`src/sv/tpep_pkg.sv`:
```
// types and constants shared by the pattern event packer
// no dependencies
package tpep_pkg;

	localparam int NUM_SLOTS   = 5;
	localparam int SLOT_W      = 3;
	localparam int LEN_W       = 16;
	localparam int QUEUE_DEPTH = 2;

	localparam logic [7:0] FLAG_BASE = 8'h80;
	localparam logic [3:0] ALL_FOUR  = 4'hF;

	localparam logic [1:0] REG_STANDARD_MODE = 2'd0;

	typedef struct packed {
		logic [7:0] note_value;
		logic [7:0] instrument_value;
		logic [7:0] volume_value;
		logic [7:0] effect_code;
		logic [7:0] effect_param;
		logic [7:0] lane_type;
		logic [7:0] lane_data;
		logic       lane_valid;
		logic       effect_is_extension;
		logic       pattern_start;
	} in_item_t;

	typedef struct packed {
		logic [7:0]       out_byte;
		logic             last_byte;
		logic [LEN_W-1:0] packed_length;
	} out_item_t;

	// one classified event: the bytes to send in order, how many, and a length clear
	typedef struct packed {
		logic [NUM_SLOTS-1:0][7:0] seq;
		logic [SLOT_W-1:0]         count;
		logic                      clear_len;
	} desc_t;

endpackage

```
`src/sv/tpep_front.sv`:
```
// front end: applies the effect rules and builds the ordered byte list of one event
// depends on tpep_pkg
module tpep_front
	import tpep_pkg::*;
(
	input  in_item_t item,
	input  logic     standard_mode,
	output desc_t    desc
);

	logic [NUM_SLOTS-1:0][7:0] b;
	logic [3:0]                bits;
	logic [SLOT_W-1:0]         j;

	always_comb begin
		b[0] = item.note_value;
		b[1] = item.instrument_value;
		b[2] = item.volume_value;
		b[3] = item.effect_code;
		b[4] = item.effect_param;
		// outside standard mode, an empty effect slot takes a valid tuning lane
		if (!standard_mode && item.effect_code == 8'd0 && item.effect_param == 8'd0
				&& item.lane_valid) begin
			b[3] = item.lane_type;
			b[4] = item.lane_data;
		end
		// extension effects are dropped in standard mode
		if (standard_mode && item.effect_is_extension) begin
			b[3] = 8'd0;
			b[4] = 8'd0;
		end
		for (int i = 0; i < 4; i++) begin
			bits[i] = (b[i] != 8'd0);
		end

		desc.seq       = '0;
		desc.clear_len = item.pattern_start;
		j              = '0;
		if (bits == ALL_FOUR) begin
			desc.seq   = b;
			desc.count = SLOT_W'(NUM_SLOTS);
		end else begin
			desc.seq[0] = FLAG_BASE | {3'b000, (b[4] != 8'd0), bits};
			j           = SLOT_W'(1);
			for (int i = 0; i < NUM_SLOTS; i++) begin
				if (b[i] != 8'd0) begin
					desc.seq[j] = b[i];
					j           = j + SLOT_W'(1);
				end
			end
			desc.count = j;
		end
	end

endmodule

```
`src/sv/tpep_fifo.sv`:
```
// short descriptor queue between the front and back ends
// depends on tpep_pkg
module tpep_fifo
	import tpep_pkg::*;
#(
	parameter int DEPTH = QUEUE_DEPTH
) (
	input  logic  clk,
	input  logic  arst_n,
	input  logic  push,
	input  desc_t push_data,
	output logic  full,
	input  logic  pop,
	output logic  head_valid,
	output desc_t head
);

	localparam int PTR_W = (DEPTH > 1) ? $clog2(DEPTH) : 1;
	localparam int CNT_W = $clog2(DEPTH + 1);

	desc_t             entry_q [DEPTH];
	logic [PTR_W-1:0]  wr_ptr_q;
	logic [PTR_W-1:0]  rd_ptr_q;
	logic [CNT_W-1:0]  count_q;
	logic              do_push;
	logic              do_pop;

	assign full       = (count_q == CNT_W'(DEPTH));
	assign head_valid = (count_q != '0);
	assign head       = entry_q[rd_ptr_q];
	assign do_push    = push && !full;
	assign do_pop     = pop && head_valid;

	function automatic logic [PTR_W-1:0] wrap_inc(input logic [PTR_W-1:0] p);
		if (p == PTR_W'(DEPTH - 1)) begin
			return '0;
		end
		return p + PTR_W'(1);
	endfunction

	always_ff @(posedge clk or negedge arst_n) begin
		if (!arst_n) begin
			wr_ptr_q <= '0;
			rd_ptr_q <= '0;
			count_q  <= '0;
		end else begin
			if (do_push) begin
				wr_ptr_q <= wrap_inc(wr_ptr_q);
			end
			if (do_pop) begin
				rd_ptr_q <= wrap_inc(rd_ptr_q);
			end
			if (do_push && !do_pop) begin
				count_q <= count_q + CNT_W'(1);
			end else if (do_pop && !do_push) begin
				count_q <= count_q - CNT_W'(1);
			end
		end
	end

	always_ff @(posedge clk) begin
		if (do_push) begin
			entry_q[wr_ptr_q] <= push_data;
		end
	end

endmodule

```
`src/sv/tpep_back.sv`:
```
// back end: sends the queued bytes one per cycle while the receiver is ready and keeps the running length
// depends on tpep_pkg
module tpep_back
	import tpep_pkg::*;
(
	input  logic      clk,
	input  logic      arst_n,
	input  logic      head_valid,
	input  desc_t     head,
	output logic      pop,
	output logic      out_valid,
	input  logic      out_ready,
	output out_item_t out_data
);

	logic [SLOT_W-1:0] idx_q;
	logic [LEN_W-1:0]  len_q;
	logic              out_valid_q;
	out_item_t         out_q;
	logic              load;
	logic              is_last;
	logic [LEN_W-1:0]  base_len;
	logic [LEN_W-1:0]  new_len;

	assign load     = head_valid && (!out_valid_q || out_ready);
	assign is_last  = (idx_q == head.count - SLOT_W'(1));
	assign pop      = load && is_last;
	assign base_len = (idx_q == '0 && head.clear_len) ? '0 : len_q;
	assign new_len  = base_len + LEN_W'(1);

	assign out_valid = out_valid_q;
	assign out_data  = out_q;

	always_ff @(posedge clk or negedge arst_n) begin
		if (!arst_n) begin
			idx_q       <= '0;
			len_q       <= '0;
			out_valid_q <= 1'b0;
		end else begin
			if (load) begin
				out_valid_q <= 1'b1;
				len_q       <= new_len;
				idx_q       <= is_last ? '0 : idx_q + SLOT_W'(1);
			end else if (out_ready) begin
				out_valid_q <= 1'b0;
			end
		end
	end

	always_ff @(posedge clk) begin
		if (load) begin
			out_q.out_byte      <= head.seq[idx_q];
			out_q.last_byte     <= is_last;
			out_q.packed_length <= new_len;
		end
	end

	// mid-event position only while the event is still at the queue head
	a_idx_needs_head: assert property (@(posedge clk) disable iff (!arst_n)
		idx_q != '0 |-> head_valid)
		else $error("byte index advanced with no event queued");

	a_idx_in_range: assert property (@(posedge clk) disable iff (!arst_n)
		head_valid |-> idx_q < head.count)
		else $error("byte index beyond event length");

	a_last_restarts: assert property (@(posedge clk) disable iff (!arst_n)
		pop |=> idx_q == '0)
		else $error("next event does not start at its first byte");

	a_len_steps: assert property (@(posedge clk) disable iff (!arst_n)
		load && !(idx_q == '0 && head.clear_len) |=> len_q == $past(len_q) + LEN_W'(1))
		else $error("running length did not advance by one byte");

endmodule

```
`src/sv/tracker_pattern_event_packer_top.sv`:
```
// top level of the pattern event packer: config register, front end, queue, back end
// depends on tpep_pkg, tpep_front, tpep_fifo, tpep_back
//
// usage
//  - in channel (in_valid/in_ready/in_data): one pattern event per item, five event
//    bytes, the tuning lane pair and the lane, extension and pattern start flags
//  - out channel (out_valid/out_ready/out_data): one packed byte per item, with
//    last_byte on the final byte of an event and the running packed length
//  - apb port: one register at byte address 0, bit 0 is standard_mode; write only
//    while the block is idle
//  - an event yields 1 to 5 bytes: five raw bytes when note, instrument, volume and
//    effect are all present, else a flag byte followed by the nonzero bytes
//  - the first byte of an event passes through the queue entry and then the back end
//    output register before it is valid on the out port
//  - throughput: one byte per cycle while an event is queued and the receiver is
//    ready; the byte serializer in the back end sets this rate
//  - in_ready depends only on the descriptor queue having room, so events keep
//    arriving while the back end is still sending earlier ones
//  - receiver stall: the output register holds its byte, the back end stops, the
//    queue fills and then in_ready drops
//  - reset clears standard_mode, the running length, the queue and the output valid
module tracker_pattern_event_packer_top
	import tpep_pkg::*;
#(
	parameter int QUEUE_DEPTH_P = QUEUE_DEPTH
) (
	input  logic        clk,
	input  logic        arst_n,
	// event input
	input  logic        in_valid,
	output logic        in_ready,
	input  in_item_t    in_data,
	// packed byte output
	output logic        out_valid,
	input  logic        out_ready,
	output out_item_t   out_data,
	// configuration
	input  logic        psel,
	input  logic        penable,
	input  logic        pwrite,
	input  logic [1:0]  paddr,
	input  logic [31:0] pwdata,
	output logic [31:0] prdata,
	output logic        pready
);

	logic  standard_mode_q;
	desc_t front_desc;
	logic  queue_full;
	logic  head_valid;
	desc_t head;
	logic  pop;

	// config register, only one so the address just selects the read data
	assign pready = 1'b1;
	assign prdata = (paddr == REG_STANDARD_MODE) ? {31'd0, standard_mode_q} : 32'd0;

	always_ff @(posedge clk or negedge arst_n) begin
		if (!arst_n) begin
			standard_mode_q <= 1'b0;
		end else if (psel && penable && pwrite && pready) begin
			standard_mode_q <= pwdata[0];
		end
	end

	// front end classifies the event as it is accepted
	tpep_front u_front (
		.item          (in_data),
		.standard_mode (standard_mode_q),
		.desc          (front_desc)
	);

	assign in_ready = !queue_full;

	// decouples acceptance from byte output
	tpep_fifo #(
		.DEPTH (QUEUE_DEPTH_P)
	) u_fifo (
		.clk        (clk),
		.arst_n     (arst_n),
		.push       (in_valid),
		.push_data  (front_desc),
		.full       (queue_full),
		.pop        (pop),
		.head_valid (head_valid),
		.head       (head)
	);

	// back end sends one byte per cycle into the output register while the receiver is ready
	tpep_back u_back (
		.clk        (clk),
		.arst_n     (arst_n),
		.head_valid (head_valid),
		.head       (head),
		.pop        (pop),
		.out_valid  (out_valid),
		.out_ready  (out_ready),
		.out_data   (out_data)
	);

endmodule
```
`config.mk`:
```
export PLATFORM = sky130hd
export DESIGN_NAME = tracker_pattern_event_packer_top
export DESIGN_NICKNAME = d
export VERILOG_FILES = /design/src/sv/tpep_pkg.sv /design/src/sv/tpep_front.sv /design/src/sv/tpep_fifo.sv /design/src/sv/tpep_back.sv /design/src/sv/tracker_pattern_event_packer_top.sv
export SDC_FILE = /design/constraint.sdc
export NUM_CORES = 1
export LEC_CHECK = 0
export ABC_AREA = 1
export BUFFER_PORTS_ARGS = -buffer_cell sky130_fd_sc_hd__buf_2
export CORE_MARGIN = 1
export CORE_UTILIZATION = 61
export DETAILED_ROUTE_END_ITERATION = 7
export PLACE_DENSITY = 0.92
export RECOVER_POWER = 50
export REMOVE_ABC_BUFFERS = 1
export SETUP_SLACK_MARGIN = 0.2
export SLEW_MARGIN = 15
export SYNTH_ARGS = -nofsm -noshare
export SYNTH_HDL_FRONTEND = slang
export SYNTH_SLANG_ARGS = --single-unit
```
`constraint.sdc`:
```
create_clock -name clk -period 7.25 [get_ports clk]
set_clock_uncertainty 0.05 [all_clocks]
set_input_delay 0.725 -clock clk [delete_from_list [all_inputs] [get_ports clk]]
set_output_delay 0.725 -clock clk [all_outputs]
set_load 0.02 [all_outputs]
```
==> results of run 1 <==
==> worst max-delay path, cell delays in order, from the launching register on <==
cell and delay, ns:
dfrtp_1 0.75, inv_1 0.52, ha_1 0.37, nand3_1 0.43
inv_1 0.24, nor2_1 0.15, ha_1 0.16, inv_1 0.07
nor3_1 0.44, nand2_1 0.20, nor2_1 0.22, nand3_1 0.15
nor2_1 0.14, nand2_1 0.08, xor2_1 0.19, nand2_1 0.09
o21ai_1 0.19
==> cell families (layout without fill, tap and decap cells) <==
family                   after synthesis  after routing  share of synthesized area [%]
AND/OR/NAND/NOR                      470            470                           25.3
buffers and inverters                180            243                           10.2
AO/OA/AOI/OAI                        162            162                           11.6
flip-flops                           138            138                           47.9
XOR/XNOR                              22             22                           2.30
adder cells (fa/ha/maj)               11             11                           1.73
multiplexers                           7              7                          0.850
other                                  2             32                         0.0895
==> synth_stat cells (all sizes together) (10+ instances only) <==
master | n | area [um^2]
nand3 | 99 | 500
nor2 | 90 | 418
buf | 50 | 367
nand2 | 247 | 972
ha | 10 | 125
edfxtp | 113 | 3390
xor2 | 18 | 158
o22ai | 12 | 75.1
o211ai | 11 | 92.6
clkbuf | 20 | 75.1
clkinv | 10 | 37.5
o221ai | 12 | 105
inv | 100 | 380
nand4 | 10 | 77.6
dfrtp | 25 | 626
o21ai | 94 | 470
a21oi | 19 | 118
==> sequential cells by signal (all words and copies together), names as in the netlist <==
signal	flops
u_back.out_data	25
u_fifo.rd_ptr_q	1
u_back.len_q	16
u_back.idx_q	3
u_fifo.count_q	2
u_fifo.entry_q	88
u_fifo.wr_ptr_q	1
standard_mode_q	1
u_back.out_valid	1
==> stage by stage <==
stage	hold WS, ns	cells	utilization (%)	worst slack (ns)
floorplan	0.379	952	-	2.95
global placement	0.409	1229	66.1	2.76
detailed placement	0.414	1229	66.1	2.72
CTS	0.270	1261	70.7	2.90
global route	0.474	1261	70.3	2.42
finish	0.459	1261	70.3	2.67
==> worst max path at each step <==
stage                           startpoint                               to  slack [ns]
5_1_grt        u_back.idx_q[0]$_DFFE_PN0P_     u_back.len_q[12]$_DFFE_PN0P_        2.42
2_1_floorplan                    out_ready    u_fifo.count_q[1]$_DFFE_PN0P_        2.95
6_report       u_back.idx_q[0]$_DFFE_PN0P_     u_back.len_q[12]$_DFFE_PN0P_        2.67
3_3_place_gp                   in_data[29]  u_fifo.entry_q[0][24]$_DFFE_PP_        2.76
3_5_place_dp                   in_data[29]  u_fifo.entry_q[0][25]$_DFFE_PP_        2.72
4_1_cts        u_back.idx_q[0]$_DFFE_PN0P_     u_back.len_q[12]$_DFFE_PN0P_        2.90
==> power by group through the flow <==
stage	clock, mW	combinational (mW)	sequential (mW)
3_3_place_gp	0	0.959	1.25
3_5_place_dp	0	1.00	1.26
2_1_floorplan	0	0.567	1.37
5_1_grt	0.920	1.13	1.30
4_1_cts	0.884	1.06	1.26
6_report	0.889	1.05	1.28
==> area by class of cell <==
type                    count  area, um^2
repair buffers            101         472
inverters                 110         418
multi-input cells         704        3650
flip-flops and latches    138        4020
fillers                   976        3960
clock inverters            15         180
clock buffers              17         425
well taps                 176         220
==> metal layers <==
metal | track usage (%) | routed length [um] | vias to the layer above
li1 | - | - | 3433
met5 | 0 | 0 | -
met2 | 57.6 | 11400 | 571
met3 | 6.56 | 2510 | 87
met4 | 18.3 | 1070 | 0
met1 | 41.9 | 8540 | 3384
==> cell usage in the layout, fill, tap and decap left out, types with 3 or more instances in the layout <==
cell type / synthesis / layout
conb_1: 2 / 32
nand2_1: 237 / 237
a31o_2: 4 / 4
xor2_1: 18 / 18
clkbuf_16: 0 / 17
ha_1: 10 / 10
o21ai_0: 74 / 74
bufinv_16: 0 / 4
o211ai_1: 9 / 9
dfrtp_1: 25 / 25
clkinv_1: 10 / 15
nand2_2: 6 / 6
nor2_4: 6 / 8
inv_1: 91 / 91
nor3_1: 5 / 5
o221ai_1: 12 / 12
o21ai_1: 20 / 20
a21oi_1: 17 / 16
clkbuf_1: 20 / 31
inv_2: 8 / 8
mux2i_1: 6 / 6
nand3b_1: 9 / 9
nand3_1: 98 / 98
edfxtp_1: 113 / 113
clkinvlp_4: 0 / 3
nand2_4: 4 / 4
a22oi_1: 9 / 9
nand4_1: 9 / 9
xnor2_1: 4 / 4
a21oi_4: 2 / 3
o22ai_1: 12 / 12
buf_2: 8 / 68
nor2_1: 81 / 79
or2_0: 8 / 8
==> metrics.yaml, run 1 <==
synthArstFlopShare_pct: 18.1
h-tree-depth: 4
n_antenna_cell: 0
synth_edf_count: 113
p_leak_nw: 4.04
nNetsFinal: 1183
maxCapViolations: 3
dr.pass1.iters: 6
violations: "capacitance limit, slew limit"
power_frac_seq_pct: 39.8
tns_ns: 0
yosysWarnings: 0
drc: 0
port_buffers: 96
r2r_end: "u_back.len_q[12]$_DFFE_PN0P_"
worstRegToRegCells: 16
die_y_um: 119
io_pins: 160
pwr-share-comb_pct: 32.6
cts_hold_buf: 0
vias_per_cell: 5.93
clockRootBuffer: "clkbuf_16"
drt_wl_total_um: 23500
grt_max_degree: 55
drive_gt1_share_pct: 12.8
setup_viol: 0
worstHoldStart: "u_back.len_q[13]$_DFFE_PN0P_"
synth_ff_type: "edfxtp_1"
arrival_ns: 4.83
cts_tree: "built"
grt_use_total_pct: 34.3
synth_area_um2: 8390
finalCriticalPeriod_ns: 4.58
max-vdd-ir-drop_v: 0.000227
clockBufferDepth: 2
p_total_mw: 3.22
fmaxAchievable_mhz: 218
synth-seq-cells: 138
finalCritPeriodShare_pct: 63.2
numCtsBuffers: 17
timing.rr.start: "u_back.idx_q[0]$_DFFE_PN0P_"
cp_max_fo: 20
final-hold-violation-count: 0
dieArea_um2: 14200
cp.required_ns: 7.50
post_cts_buffers: 0
grt_pass1_vias: 6955
vias: 7475
first_iter_violations: 1324
antenna_left: 0
clock_latency_ns: 0.42
core-area_um2: 13300
fp.dieW_um: 119
wl_per_cell_um: 18.6
grt_pass1_wl_um: 36900
design_area_um2: 9380
yosysUniqueCellTypes: 45
grt-ovfl-total: 0
min_path_cells: 2
critical_path_class: "flip-flop to flip-flop"
worstHoldEndpoint: "u_back.len_q[13]$_DFFE_PN0P_"
antenna_found_initial: 0
worst_setup_path_end_kind: "flip-flop"
switchingPower_mw: 1.20
max-slew-margin-rel_pct: -72.0
syn_inst: 992
clkSlewWorstSetupHoldPaths_ns: 0.06
yosysSeqAreaShare_pct: 47.9
startpoint_type: "flip-flop"
cts_sinks: 138
hp-class: "flip-flop to flip-flop"
status: "finished, violations left"
place_hpwl_um: 15400
avgSynthCellArea_um2: 8.46
start_util_pct: 62.9
post_cts_resized: 0
worst_pin_slew_ns: 2.58
maxSlewViolCount: 146
power.density_nw_per_um2: 343
rsz0062_at_grt: "false"
clkPwrFrac_pct: 27.6
area_growth_pct: 11.9
gp_congestion: 0.996
switching_share_pct: 37.4
p_int_mw: 2.02
r2r_setup_slack_ns: 2.67
postPlaceCellArea_um2: 8820
rows: 42
(Power assumes the default switching activity.)
==> run 2: changes to the inputs <==
--- a/config.mk
+++ b/config.mk
@@ -8,9 +8,9 @@
 export ABC_AREA = 1
 export BUFFER_PORTS_ARGS = -buffer_cell sky130_fd_sc_hd__buf_2
 export CORE_MARGIN = 1
-export CORE_UTILIZATION = 61
+export CORE_UTILIZATION = 56
 export DETAILED_ROUTE_END_ITERATION = 7
-export PLACE_DENSITY = 0.92
+export PLACE_DENSITY = 0.86
 export RECOVER_POWER = 50
 export REMOVE_ABC_BUFFERS = 1
 export SETUP_SLACK_MARGIN = 0.2
==> constraint.sdc (replaced) <==
create_clock -name clk -period 4.5 [get_ports clk]
set_clock_uncertainty 0.05 [all_clocks]
set_input_delay 0.45 -clock clk [delete_from_list [all_inputs] [get_ports clk]]
set_output_delay 0.45 -clock clk [all_outputs]
set_load 0.02 [all_outputs]
==> metrics.yaml, run 2 (same netlist as run 1, synthesis figures left out) <==
status: "finished, violations left"
violations: "capacitance limit, slew limit"
critPathMaxStageDelay_ns: 0.80
dieArea_um2: 15500
p_total_mw: 4.98
die_y_um: 124
post_cts_resized: 0
p_int_mw: 3.14
postPlaceCellArea_um2: 8890
fmaxAchievable_mhz: 268
switching_share_pct: 37.1
grt-ovfl-total: 0
top_register: "u_fifo.entry_q"
final-hold-violation-count: 0
place_inst: 1244
grt_pass1_vias: 6880
crit_slowest_cell: "dfrtp_1"
power.density_nw_per_um2: 530
cp.required_ns: 4.73
vias: 7304
io_pins: 160
largest_register_ffs: 88
critPathBufInv: 5
setup_viol: 0
grt_pass1_wl_um: 34800
cts_sinks: 138
rows: 44
arrival_ns: 3.97
drc: 0
cp_max_fo: 20
layout_common_cells: "nand2_1 (237), edfxtp_1 (113), nand3_1 (98), inv_1 (91), nor2_1 (81)"
cts_hold_buf: 0
area_growth_pct: 12.1
antenna_found_initial: 0
finalCritPeriodShare_pct: 83.0
worst_pin_slew_ns: 1.75
wl_per_cell_um: 17.0
crit_chain: "inv_1, clkbuf_1, ha_1, nand3_1, inv_1, nor2_1, ha_1, inv_1, nor3_1, buf_4, nand2_1, nor2_1, nand3_1, nor2_1, nand2_1, xor2_1, nand2_1, o21ai_1"
finalCriticalPeriod_ns: 3.74
antenna_left: 0
grt_max_degree: 55
post_cts_buffers: 0
switchingPower_mw: 1.85
core-area_um2: 14600
p_leak_nw: 4.05
worst_setup_path_end_kind: "flip-flop"
cts_tree: "built"
tns_ns: 0
port_buffers: 96
rsz0062_at_grt: "false"
clkPwrFrac_pct: 27.1
n_antenna_cell: 0
pwr-share-comb_pct: 32.7
clockRootBuffer: "clkbuf_16"
drive_gt1_share_pct: 13.4
clkSlewWorstSetupHoldPaths_ns: 0.06
nNetsFinal: 1190
drt_wl_total_um: 21700
maxCapViolations: 3
critPathTopFamily: "simple AND/OR/NAND/NOR gates"
fp.dieW_um: 124
max-vdd-ir-drop_v: 0.000343
start_util_pct: 57.5
place_hpwl_um: 15000
startpoint_type: "flip-flop"
numCtsBuffers: 17
maxSlewViolCount: 76
clockBufferDepth: 2
clock_latency_ns: 0.42
critical_path_class: "flip-flop to flip-flop"
first_iter_violations: 831
max-slew-margin-rel_pct: -16.8
fillers: 1167
design_area_um2: 9400
hp-class: "input port to flip-flop"
dr.pass1.iters: 6
fin_cells: 1276
h-tree-depth: 4
final_common_cell: "nand2_1"
grt_use_total_pct: 28.7
gp_congestion: 1.01
power_frac_seq_pct: 40.2
vias_per_cell: 5.72
run 2: stage by stage:
step	utilization, %	worst slack (ns)	hold slack [ns]
3_3_place_gp	60.9	0.954	0.410
4_1_cts	64.9	1.07	0.0191
6_report	64.5	0.763	0.177
3_5_place_dp	60.9	0.942	0.418
5_1_grt	64.5	0.367	0.166
2_1_floorplan	-	0.393	0.104
run 2: metal layers:
metal | global-route usage, % | part of all wire, % | routed length (um) | vias up
li1 | - | - | - | 3453
met2 | 48.1 | 49 | 10600 | 411
met5 | 0 | 0 | 0 | -
met1 | 34.7 | 39 | 8540 | 3380
met3 | 7.04 | 8.2 | 1780 | 60
met4 | 13.3 | 3.5 | 768 | 0
run 2: final timing paths:
| path | from | endpoint | slack, ns | cells after the start |
|---|---|---|---|---|
| worst min register to register | u_fifo.count_q[0]$_DFFE_PN0P_ | u_fifo.count_q[0]$_DFFE_PN0P_ | 0.43 | 1 |
| min in group asynchronous | arst_n | u_back.len_q[0]$_DFFE_PN0P_ | 0.34 | 1 |
| worst min-delay path | in_data[0] | u_fifo.entry_q[1][0]$_DFFE_PP_ | 0.18 | 1 |
| max in group asynchronous | arst_n | u_back.len_q[7]$_DFFE_PN0P_ | 3.18 | 1 |
| worst max-delay path | u_back.idx_q[0]$_DFFE_PN0P_ | u_back.len_q[12]$_DFFE_PN0P_ | 0.76 | 18 |
| worst max register to register | u_back.idx_q[0]$_DFFE_PN0P_ | u_back.len_q[12]$_DFFE_PN0P_ | 0.76 | 18 |
run 2: area by class of cell:
cell class	count	area [um^2]	area share, %
Clock buffer	17	425	4.52
Multi-Input combinational cell	704	3630	38.7
Clock inverter	15	149	1.58
Timing Repair Buffer	108	527	5.60
Tap cell	184	230	2.45
Inverter	110	418	4.44
Sequential cell	138	4020	42.7
run 2: power by group through the flow:
stage | Combinational, mW | Sequential, mW | Clock, mW
floorplan | 0.913 | 2.20 | 0
global placement | 1.59 | 2.00 | 0
detailed placement | 1.64 | 2.01 | 0
CTS | 1.67 | 2.00 | 1.35
global route | 1.79 | 2.03 | 1.41
finish | 1.63 | 2.00 | 1.35
==> run 3: changes to the inputs <==
==> constraint.sdc (replaced) <==
create_clock -name clk -period 3.8 [get_ports clk]
set_clock_uncertainty 0.05 [all_clocks]
set_input_delay 0.38 -clock clk [delete_from_list [all_inputs] [get_ports clk]]
set_output_delay 0.38 -clock clk [all_outputs]
set_load 0.02 [all_outputs]
==> metrics.yaml, run 3 (same netlist as run 1, synthesis figures left out) <==
status: "finished, violations left"
violations: "capacitance limit, slew limit"
antenna_left: 0
port_buffers: 96
hp-class: "input port to flip-flop"
dr.pass1.iters: 8
cp_max_fo: 21
grt_max_degree: 39
place_hpwl_um: 15700
maxCapViolations: 3
crit_top_cell: "a21oi_1"
clockRootBuffer: "clkbuf_16"
setup_viol: 0
critPathMaxStageDelay_ns: 1.38
design_area_um2: 9500
rows: 44
start_util_pct: 57.5
io_pins: 160
cp.required_ns: 4.05
post_cts_resized: 0
wl_per_cell_um: 17.1
maxSlewViolCount: 85
finalCriticalPeriod_ns: 3.35
final-hold-violation-count: 0
grt_use_total_pct: 29.2
grt_pass1_wl_um: 35100
vias_per_cell: 5.62
nNetsFinal: 1201
gp_congestion: 0.959
first_iter_violations: 847
h-tree-depth: 4
rsz0062_at_grt: "false"
drive_gt1_share_pct: 14.2
crit_chain: "inv_1, nor2_1, a21oi_1, nand2_1, ha_1, a21oi_1, o21ai_0, xor2_1"
fmaxAchievable_mhz: 299
holdWs_ns: 0.151
antenna_found_initial: 0
max-vdd-ir-drop_v: 0.000388
vias: 7232
finalCritPeriodShare_pct: 88.1
tns_ns: 0
largest_register_ffs: 88
layout_common_cells: "nand2_1 (237), edfxtp_1 (113), nand3_1 (98), inv_1 (92), nor2_1 (80)"
critical_path_class: "flip-flop to flip-flop"
postPlaceCellArea_um2: 8970
arrival_ns: 3.59
drc: 0
clock_latency_ns: 0.42
max-slew-margin-rel_pct: -52.8
clkSlewWorstSetupHoldPaths_ns: 0.06
final_common_cell: "nand2_1"
startpoint_type: "flip-flop"
worst_setup_path_end_kind: "flip-flop"
p_leak_nw: 4.12
n_antenna_cell: 0
fp.dieW_um: 124
numCtsBuffers: 17
power.density_nw_per_um2: 627
area_growth_pct: 13.2
grt_pass1_vias: 6979
dieArea_um2: 15500
drt_wl_total_um: 22100
die_y_um: 124
worst_pin_slew_ns: 2.28
cts_sinks: 138
clockBufferDepth: 2
crit_slowest_cell: "a21oi_1"
cts_tree: "built"
top_register: "u_fifo.entry_q"
core-area_um2: 14600
r2r_setup_slack_ns: 0.45
grt-ovfl-total: 0
[run 3: per-stage QoR]
stage | util (%) | power (mW) | worst slack (ns) | cells
6_report | 65.1 | 5.95 | 0.452 | 1287
5_1_grt | 65.1 | 6.25 | 0.230 | 1287
4_1_cts | 65.5 | 5.99 | 0.555 | 1286
3_5_place_dp | 61.5 | 4.39 | 0.503 | 1253
3_3_place_gp | 61.5 | 4.28 | 0.537 | 1253
2_1_floorplan | - | 3.69 | -0.307 | 952
[run 3: critical path: cells and delay by family, from the launching register on]
family	cells	cell delay [ns]
buf+inv	1	0.09
flops	1	0.38
xor+xnor	1	0.16
fa+ha+maj	1	0.44
simple gates	2	0.44
compound gates	3	1.68
[run 3: power breakdown]
group	total, mW	internal [mW]	leakage, nW	switching, mW
sequential	2.37	2.22	1.39	0.153
clock	1.59	0.962	0.271	0.625
combinational	2.00	0.569	2.46	1.43
total	5.95	3.75	4.12	2.20
[run 3: timing repair]
item,in CTS,in global routing
hold buffers,1,0
hold endpoints to repair,25,0
buffers inserted,0,1
endpoints found under the setup margin,0,2
[run 3: worst paths after layout]
path | start | to | cells past startpoint
min in group asynchronous | arst_n | standard_mode_q$_DFFE_PN0P_ | 2
max in group asynchronous | arst_n | u_back.len_q[12]$_DFFE_PN0P_ | 2
worst min-delay path | out_ready | u_back.out_valid$_DFFE_PN0P_ | 2
worst max-delay path | u_back.out_valid$_DFFE_PN0P_ | u_fifo.count_q[1]$_DFFE_PN0P_ | 8
worst min register to register | u_back.len_q[3]$_DFFE_PN0P_ | u_back.len_q[3]$_DFFE_PN0P_ | 2
worst max register to register | u_back.out_valid$_DFFE_PN0P_ | u_fifo.count_q[1]$_DFFE_PN0P_ | 8
[run 3: final cells by class]
| cell class | instances | area (um^2) |
|---|---|---|
| multi-input cells | 704 | 3630 |
| fillers | 1183 | 5090 |
| repair buffers | 119 | 628 |
| clock buffers | 17 | 425 |
| inverters | 110 | 418 |
| well taps | 184 | 230 |
| clock inverters | 15 | 151 |
| flip-flops and latches | 138 | 4020 |
[run 3: routing by layer]
metal  track usage [%]  vias up  wire (um)
met5                 0        -          0
met1              34.6     3332       8600
met2              50.9      374      11100
met4              14.4        0        781
li1                  -     3472          -
met3              5.37       54       1540
